<file path="config.mk">
export PLATFORM = sky130hd
export DESIGN_NAME = vertex_attribute_layout_packer
export DESIGN_NICKNAME = d
export VERILOG_FILES = /design/src/sv/valp_pkg.sv /design/src/sv/valp_attr_decode.sv /design/src/sv/valp_layout_core.sv /design/src/sv/vertex_attribute_layout_packer.sv
export SDC_FILE = /design/constraint.sdc
export NUM_CORES = 1
export LEC_CHECK = 0
export BUFFER_PORTS_ARGS = -buffer_cell sky130_fd_sc_hd__clkbuf_2
export CAP_MARGIN = 0
export CELL_PAD_IN_SITES_DETAIL_PLACEMENT = 0
export CELL_PAD_IN_SITES_GLOBAL_PLACEMENT = 1
export CORE_ASPECT_RATIO = 1.1
export CORE_MARGIN = 8
export CORE_UTILIZATION = 35
export CTS_CLUSTER_DIAMETER = 100
export CTS_CLUSTER_SIZE = 25
export DETAILED_ROUTE_END_ITERATION = 6
export PLACE_DENSITY_LB_ADDON = 0.1
export SLEW_MARGIN = 20
export SYNTH_ARGS = -nofsm -noshare
export SYNTH_HDL_FRONTEND = slang
export SYNTH_SLANG_ARGS = --single-unit
</file>
<file path="constraint.sdc">
create_clock -name clk -period 10.9 [get_ports clk]
set_clock_uncertainty 0.2 [all_clocks]
set_input_delay 3.27 -clock clk [delete_from_list [all_inputs] [get_ports clk]]
set_output_delay 3.27 -clock clk [all_outputs]
set_load 0.05 [all_outputs]
</file>
<file path="src/sv/valp_pkg.sv">
// Types and constants shared by the vertex attribute layout packer modules.
package valp_pkg;

  // Width of an attribute offset or a vertex stride.
  localparam int OFFSET_BITS = 11;
  // The running offset holds one more bit so that it can saturate just past range.
  localparam int RUN_W = OFFSET_BITS + 1;
  // Intermediate sums: a padded offset plus an attribute size.
  localparam int SUM_W = OFFSET_BITS + 2;
  localparam int SIZE_W = 7;
  localparam int COUNT_W = 5;
  localparam int ALIGN_W = 4;

  localparam logic [OFFSET_BITS-1:0] OFS_MAX = '1;
  localparam logic [RUN_W-1:0] RUN_LIMIT = {1'b1, {OFFSET_BITS{1'b0}}};
  localparam logic [ALIGN_W-1:0] ALIGN_ONE = ALIGN_W'(1);
  localparam logic [ALIGN_W-1:0] ALIGN_PACKED = ALIGN_W'(4);
  localparam logic [SIZE_W-1:0] SIZE_PACKED = SIZE_W'(4);
  localparam logic [COUNT_W-1:0] COUNT_VEC3 = COUNT_W'(3);

  typedef enum logic [2:0] {
    CT_I8     = 3'd0,
    CT_U8     = 3'd1,
    CT_I16    = 3'd2,
    CT_U16    = 3'd3,
    CT_I32    = 3'd4,
    CT_U32    = 3'd5,
    CT_F32    = 3'd6,
    CT_PACKED = 3'd7
  } comp_type_t;

  // One incoming attribute description.
  typedef struct packed {
    comp_type_t           component_type;
    logic [COUNT_W-1:0]   component_count;
    logic                 last_attribute;
  } attr_t;

  // One placed attribute.
  typedef struct packed {
    logic [OFFSET_BITS-1:0] attribute_offset;
    logic [SIZE_W-1:0]      attribute_size;
    logic [OFFSET_BITS-1:0] vertex_stride;
    logic                   stride_valid;
    logic                   layout_overflow;
  } place_t;

  // Decoded size and alignment passed from the decoder to the layout core.
  typedef struct packed {
    logic [SIZE_W-1:0]  size;
    logic [ALIGN_W-1:0] align;
  } attr_info_t;

endpackage

</file>
<file path="src/sv/valp_attr_decode.sv">
// Decoder from component type and count to attribute byte size and alignment.
module valp_attr_decode (
  input  valp_pkg::attr_t      attr,
  output valp_pkg::attr_info_t info
);

  logic [1:0]                    unit_shift;
  logic [valp_pkg::ALIGN_W-1:0]  unit_bytes;

  // Component size as a shift: one, two or four bytes.
  always_comb begin
    if (attr.component_type inside {valp_pkg::CT_I8, valp_pkg::CT_U8}) begin
      unit_shift = 2'd0;
    end else if (attr.component_type inside {valp_pkg::CT_I16, valp_pkg::CT_U16}) begin
      unit_shift = 2'd1;
    end else begin
      unit_shift = 2'd2;
    end
    unit_bytes = valp_pkg::ALIGN_ONE << unit_shift;
  end

  // Size is count times component size; three-component byte and short
  // vectors align to four components. Packed 10-10-10-2 is always one word.
  always_comb begin
    if (attr.component_type == valp_pkg::CT_PACKED) begin
      info.size  = valp_pkg::SIZE_PACKED;
      info.align = valp_pkg::ALIGN_PACKED;
    end else begin
      info.size = valp_pkg::SIZE_W'(attr.component_count) << unit_shift;
      if (attr.component_count == valp_pkg::COUNT_VEC3 && unit_shift != 2'd2) begin
        info.align = unit_bytes << 2;
      end else begin
        info.align = unit_bytes;
      end
    end
  end

endmodule

</file>
<file path="src/sv/valp_layout_core.sv">
// Running offset, head alignment and overflow state with the placement logic.
module valp_layout_core (
  input  logic                 clk,
  input  logic                 rst,
  input  logic                 advance,
  input  valp_pkg::attr_info_t info,
  input  logic                 last,
  output valp_pkg::place_t     result
);

  logic [valp_pkg::RUN_W-1:0]       running_offset;
  logic [valp_pkg::RUN_W-1:0]       running_offset_next;
  logic [valp_pkg::ALIGN_W-1:0]     head_alignment;
  logic [valp_pkg::ALIGN_W-1:0]     head_alignment_next;
  logic                             at_format_start;
  logic                             overflow_seen;
  logic                             overflow_seen_next;
  logic [valp_pkg::SUM_W-1:0]       align_mask;
  logic [valp_pkg::SUM_W-1:0]       offs_sum;
  logic [valp_pkg::SUM_W-1:0]       offs_full;
  logic [valp_pkg::SUM_W-1:0]       run_sum;
  logic [valp_pkg::SUM_W-1:0]       head_mask;
  logic [valp_pkg::SUM_W-1:0]       stride_sum;
  logic [valp_pkg::SUM_W-1:0]       stride_full;
  logic                             offs_ovf;
  logic                             stride_ovf;
  logic [valp_pkg::OFFSET_BITS-1:0] offs;
  logic [valp_pkg::OFFSET_BITS-1:0] stride;

  // Pad the running offset up to this attribute's alignment.
  always_comb begin
    align_mask = valp_pkg::SUM_W'(info.align - valp_pkg::ALIGN_ONE);
    offs_sum   = valp_pkg::SUM_W'(running_offset) + align_mask;
    offs_full  = offs_sum & ~align_mask;
    offs_ovf   = !at_format_start &&
                 (offs_full[valp_pkg::SUM_W-1:valp_pkg::OFFSET_BITS] != '0);
    if (at_format_start) begin
      offs = '0;
    end else if (offs_ovf) begin
      offs = valp_pkg::OFS_MAX;
    end else begin
      offs = offs_full[valp_pkg::OFFSET_BITS-1:0];
    end
  end

  // Advance the running offset, saturating just past the offset range.
  always_comb begin
    run_sum = valp_pkg::SUM_W'(offs) + valp_pkg::SUM_W'(info.size);
    if (run_sum > valp_pkg::SUM_W'(valp_pkg::RUN_LIMIT)) begin
      running_offset_next = valp_pkg::RUN_LIMIT;
    end else begin
      running_offset_next = run_sum[valp_pkg::RUN_W-1:0];
    end
  end

  // The first attribute of a format sets the alignment of the whole vertex.
  always_comb begin
    head_alignment_next = at_format_start ? info.align : head_alignment;
    head_mask   = valp_pkg::SUM_W'(head_alignment_next - valp_pkg::ALIGN_ONE);
    stride_sum  = valp_pkg::SUM_W'(running_offset_next) + head_mask;
    stride_full = stride_sum & ~head_mask;
    stride_ovf  = last && (stride_full[valp_pkg::SUM_W-1:valp_pkg::OFFSET_BITS] != '0);
    if (!last) begin
      stride = '0;
    end else if (stride_ovf) begin
      stride = valp_pkg::OFS_MAX;
    end else begin
      stride = stride_full[valp_pkg::OFFSET_BITS-1:0];
    end
    overflow_seen_next = overflow_seen | offs_ovf | stride_ovf;
  end

  // Result of the attribute currently in the input register.
  always_comb begin
    result.attribute_offset = offs;
    result.attribute_size   = info.size;
    result.vertex_stride    = stride;
    result.stride_valid     = last;
    result.layout_overflow  = overflow_seen_next;
  end

  // Layout state moves on once per placed attribute.
  always_ff @(posedge clk) begin
    if (rst) begin
      running_offset  <= '0;
      head_alignment  <= valp_pkg::ALIGN_ONE;
      at_format_start <= 1'b1;
      overflow_seen   <= 1'b0;
    end else if (advance) begin
      running_offset  <= running_offset_next;
      head_alignment  <= head_alignment_next;
      at_format_start <= last;
      overflow_seen   <= overflow_seen_next;
    end
  end

endmodule

</file>
<file path="src/sv/vertex_attribute_layout_packer.sv">
// Vertex attribute layout packer: input register, placement core and result register.
//
// Usage:
//   The attr channel takes one attribute description per item: component type,
//   component count and a flag that marks the last attribute of a vertex format.
//   The place channel returns one item per attribute: its aligned byte offset,
//   its byte size and, on the last attribute, the padded vertex stride.
//   The overflow flag is sticky across formats and is cleared only by reset.
// Pipeline and throughput:
//   An accepted item is latched in the input register, then placed and latched in
//   the result register once that register is free; its result shows on place
//   from the result register. While place_ready stays high, one item is taken
//   every cycle; the rate is set by the single add-and-mask pass on the running
//   offset, done between the two registers.
// Reset:
//   Synchronous rst empties both registers and starts a new format at offset 0.
// Stalls:
//   While place_ready is low the result waits in the result register and one
//   more item can still enter the input register; attr_ready then drops until
//   the result is taken.
module vertex_attribute_layout_packer (
  input  logic             clk,
  input  logic             rst,
  input  logic             attr_valid,
  output logic             attr_ready,
  input  valp_pkg::attr_t  attr_item,
  output logic             place_valid,
  input  logic             place_ready,
  output valp_pkg::place_t place_item
);

  logic                 held_valid;
  valp_pkg::attr_t      held_attr;
  logic                 advance;
  valp_pkg::attr_info_t info;
  valp_pkg::place_t     result;

  // The held item moves into the result register when that register is free.
  assign advance    = held_valid && (!place_valid || place_ready);
  assign attr_ready = !held_valid || advance;

  // Input register.
  always_ff @(posedge clk) begin
    if (rst) begin
      held_valid <= 1'b0;
    end else if (attr_ready) begin
      held_valid <= attr_valid;
    end
  end

  always_ff @(posedge clk) begin
    if (attr_valid && attr_ready) begin
      held_attr <= attr_item;
    end
  end

  valp_attr_decode u_decode (
    .attr (held_attr),
    .info (info)
  );

  valp_layout_core u_core (
    .clk     (clk),
    .rst     (rst),
    .advance (advance),
    .info    (info),
    .last    (held_attr.last_attribute),
    .result  (result)
  );

  // Result register.
  always_ff @(posedge clk) begin
    if (rst) begin
      place_valid <= 1'b0;
    end else if (advance) begin
      place_valid <= 1'b1;
    end else if (place_ready) begin
      place_valid <= 1'b0;
    end
  end

  always_ff @(posedge clk) begin
    if (advance) begin
      place_item <= result;
    end
  end

endmodule

</file>
==> implementation parameters <==
Parameter                              Value

Run status
  Status    complete, no violations

Clock tree
  Clock Tree Root    sky130_fd_sc_hd__clkbuf_16
  Clock tree sinks    60
  Clock buffer count from CTS    9
  Clock-pin slew on the worst setup and hold paths    ~0.06 ns
  Number of hold buffers added after CTS    0
  Post-CTS repair timing setup buffer count    0
  TritonCTS clock tree    yes
  Worst-skew pair later-pin latency    about 0.34 ns
  Max Buffers Root-to-Sink    2
  # H-tree levels    3
  Resized cells post-CTS    0

Drt
  Pre-antenna DRT Iters    4
  Antenna viol nets, final    0
  Routed WL    11500 um
  Detailed route wirelength on metal3    ~550 um
  DR WL/cell    around 18 um
  Detailed-route DRC error count    0
  Detailed-route wire length on metal 1    5610 um
  Detail-routed via count per cell    5.35
  Top routing layer in use    met4
  DR WL met2    5150 um
  Vias after detailed routing    approximately 3.5k
  Number of DRC markers in iteration 0    between 150 and 200

Place
  Post-Place Worst Slack    1.34 ns
  Placed wire-length estimate after detailed placement    8750 um
  I/O Buffers    45
  Final weighted congestion in routability-driven placement    0.826
  Area of placed instances    0.00472 mm^2

Finish
  Post-route design area    0.00502 mm^2
  Number of nets in the layout    545
  Fillcell total    1192
  Final core area utilization    0.416
  Fraction of layout cells with a size suffix above 1    0.199
  Area grow syn2layout    15.3%
  Diode insertion count for antenna repair    0

Setup path
  Cell type with the highest occurrence count on the critical path    sky130_fd_sc_hd__a21oi_1
  Critical register-to-register path startpoint    held_attr[3]
  Arrival time at the worst endpoint    9.47 ns
  Required time of the critical path    about 11 ns
  Critical Setup Path Class    reg -> reg
  Maximum net fanout on the critical path    11
  Delay of the slowest critical-path stage    0.54 ns
  Crit. End Element    flip-flop
  Launch point of the critical path    held_attr[3]
  Critical path launch point type    flip-flop
  Critical path's slowest cell    sky130_fd_sc_hd__mux2i_2

STA
  Final hold violation count    0
  Final-report max-slew violation count    0
  Final period utilization    0.882
  Setup slack of the critical path after layout    1.29 ns
  Slew HR    0.556
  Final-report setup violation count    0
  Min Clock Period, post-route    9.61 ns
  Final total negative setup slack    0 ns
  Worst Max-Slew Pin Slew    0.653 ns
  Tightest hold margin    0.268 ns
  RSZ-0062 raised after global routing    false
  Highest clock frequency the design can meet    between 0.1 and 0.15 GHz

Power and ir drop
  Leak    2.07 nW
  Internal power component    516 uW
  Sequential group share of total power    0.345
  Portion of total power attributed to the clock network    0.372
  Share of power burned in combinational logic    0.283
  VDD IR-drop max    0.0806 mV
  Proportion of total power due to net switching    0.338
  Power Density    about 160 mW/mm^2
  Sw Pwr    approximately 260 uW

Logic synthesis
  Post-synthesis async set-or-reset flop share    0
  Count of distinct cell types in the synthesized netlist    79
  Leading register cell type out of synthesis    sky130_fd_sc_hd__edfxtp_1
  Ys Warns    0
  Sequential cell area fraction in the yosys report    0.368
  Fraction of post-synthesis cell area in the top cell type by area    0.276
  Mapped Avg Cell Area    9.66 um^2
  Synth Register Bits    60
  Synthesized cell area    0.00436 mm^2
  Instance count of the mapped netlist    451
  Number of enable flip-flop cells after synthesis    40
  Post-Syn Nets    499
  Dominant cell type by area after synthesis    sky130_fd_sc_hd__edfxtp_1
  Leading cell types by total area after synthesis    sky130_fd_sc_hd__edfxtp_1, sky130_fd_sc_hd__dfxtp_1, sky130_fd_sc_hd__ha_1

Global routing
  Final global-route overflow total    0
  Global router's overall resource usage    0.147
  First-pass GRT wire length    18800 um
  Via count of the first global-routing pass    approximately 3.5k
  Number of antenna violations at the first check in global routing    0
  Largest net degree at the start of global routing    44

Flow run
  Max_cap viols    0

Min path
  Hold Startpoint    u_core.running_offset[11]
  Worst min-delay path class    reg -> reg

Floorplan
  Core box area    between 0.01 and 0.015 mm^2
  Cell row count    42
  Starting density of the core    0.360
  Total I/O pin count    46
  Die Y-Extent    approximately 130 um
  Die Span X    122 um
  Die Area    0.0163 mm^2
final cells by class:
class                   count  area [um^2]  share of cell area
well taps                 154          193              0.0384
inverters                  19         71.3              0.0142
flip-flops and latches     60         1600               0.319
repair buffers             48          248              0.0493
multi-input cells         359         2610               0.520
clock buffers               9          225              0.0448
clock inverters             7         75.1              0.0149
routing by layer:
layer	track usage	up-vias
met5	0	-
met4	0.0658	0
met3	0.0277	14
met2	0.226	76
met1	0.193	1624
li1	-	1797
worst max-delay path: cells and delay by family, from the launching register on:
kind | cells | cell delay, ns
xor gates and xnor gates | 1 | 0.18
and+or+nand+nor | 12 | 2.84
muxes | 1 | 0.54
AOI/OAI and AO/OA | 14 | 3.20
adders and majority gates | 5 | 1.58
DFF | 1 | 0.49
buffers and inverters | 1 | 0.27
cell usage in the layout (no fill, tap or decap), types with 3 or more instances in the layout:
cell type and n:
sky130_fd_sc_hd__a21o_1 6, sky130_fd_sc_hd__o21ai_0 15, sky130_fd_sc_hd__or3_1 8, sky130_fd_sc_hd__o22ai_1 4, sky130_fd_sc_hd__clkbuf_2 45, sky130_fd_sc_hd__inv_1 17, sky130_fd_sc_hd__a211oi_1 6, sky130_fd_sc_hd__o31ai_1 5
sky130_fd_sc_hd__nand4_1 5, sky130_fd_sc_hd__nor2b_1 14, sky130_fd_sc_hd__nor2_1 30, sky130_fd_sc_hd__buf_4 3, sky130_fd_sc_hd__nand2b_1 6, sky130_fd_sc_hd__xnor2_1 14, sky130_fd_sc_hd__o21a_1 8, sky130_fd_sc_hd__dfxtp_1 20
sky130_fd_sc_hd__a41oi_1 3, sky130_fd_sc_hd__ha_1 32, sky130_fd_sc_hd__nand2_1 48, sky130_fd_sc_hd__and2_1 4, sky130_fd_sc_hd__a21oi_1 40, sky130_fd_sc_hd__edfxtp_1 40, sky130_fd_sc_hd__mux2i_1 3, sky130_fd_sc_hd__nor3_1 7
sky130_fd_sc_hd__and3_1 5, sky130_fd_sc_hd__a31oi_1 4, sky130_fd_sc_hd__nand3_1 11, sky130_fd_sc_hd__a21oi_2 8, sky130_fd_sc_hd__o211ai_1 5, sky130_fd_sc_hd__clkbuf_16 9, sky130_fd_sc_hd__xor2_1 5, sky130_fd_sc_hd__fa_1 3
sky130_fd_sc_hd__o21ai_2 3, sky130_fd_sc_hd__a31o_1 5
registers in the layout (all words and copies together), names as in the netlist:
| signal | count |
|---|---|
| held_attr | 9 |
| held_valid | 1 |
| place_item | 31 |
| place_valid | 1 |
| u_core.at_format_start | 1 |
| u_core.head_alignment | 4 |
| u_core.overflow_seen | 1 |
| u_core.running_offset | 12 |
cell usage after synthesis, types with 4 or more instances:
cell type                  count
sky130_fd_sc_hd__nand3_1      11
sky130_fd_sc_hd__nand2_1      48
sky130_fd_sc_hd__nor2_1       30
sky130_fd_sc_hd__and3_1        5
sky130_fd_sc_hd__xor2_1        5
sky130_fd_sc_hd__nor2b_1      14
sky130_fd_sc_hd__or3_1         8
sky130_fd_sc_hd__a21o_1        6
sky130_fd_sc_hd__a31o_1        5
sky130_fd_sc_hd__a31oi_1       4
sky130_fd_sc_hd__nand2b_1      6
sky130_fd_sc_hd__a211oi_1      6
sky130_fd_sc_hd__a21oi_2       8
sky130_fd_sc_hd__o21ai_0      15
sky130_fd_sc_hd__inv_1        18
sky130_fd_sc_hd__ha_1         32
sky130_fd_sc_hd__xnor2_1      14
sky130_fd_sc_hd__clkbuf_1      9
sky130_fd_sc_hd__o22ai_1       4
sky130_fd_sc_hd__dfxtp_1      20
sky130_fd_sc_hd__nor3_1        7
sky130_fd_sc_hd__o21a_1        8
sky130_fd_sc_hd__edfxtp_1     40
sky130_fd_sc_hd__o31ai_1       5
sky130_fd_sc_hd__nand4_1       5
sky130_fd_sc_hd__and2_1        4
sky130_fd_sc_hd__a21oi_1      40
sky130_fd_sc_hd__o211ai_1      5
power groups by stage:
stage                     sequential, mW  combinational, mW  clock, mW
after detailed placement           0.274              0.219          0
final                              0.269              0.221      0.290
after CTS                          0.269              0.222      0.297
after global routing               0.271              0.244      0.305
after floorplan                    0.297              0.150          0
after global placement             0.274              0.221          0
metrics by stage:
stage / instances / power (mW)
2_1_floorplan: 451 / 0.447
3_3_place_gp: 640 / 0.495
3_5_place_dp: 640 / 0.493
4_1_cts: 656 / 0.788
5_1_grt: 656 / 0.820
6_report: 656 / 0.780
final timing paths:
path | endpoint | cells past startpoint | slack [ns]
setup / recovery | place_item[3] | 34 | 1.29
hold / removal | u_core.running_offset[11] | 2 | 0.27
setup reg to reg | place_item[3] | 34 | 1.29
hold reg to reg | u_core.running_offset[11] | 2 | 0.27
cells by family after synthesis:
logic type               Yosys count  synth area share
XOR/XNOR                          20            0.0419
AO/OA/AOI/OAI                    147             0.255
adder cells (fa/ha/maj)           35             0.106
other                              1          0.000861
AND/OR/NAND/NOR                  152             0.186
buffers and inverters             32            0.0330
multiplexers                       4            0.0101
flip-flops                        60             0.368
(Power assumes the default switching activity.)
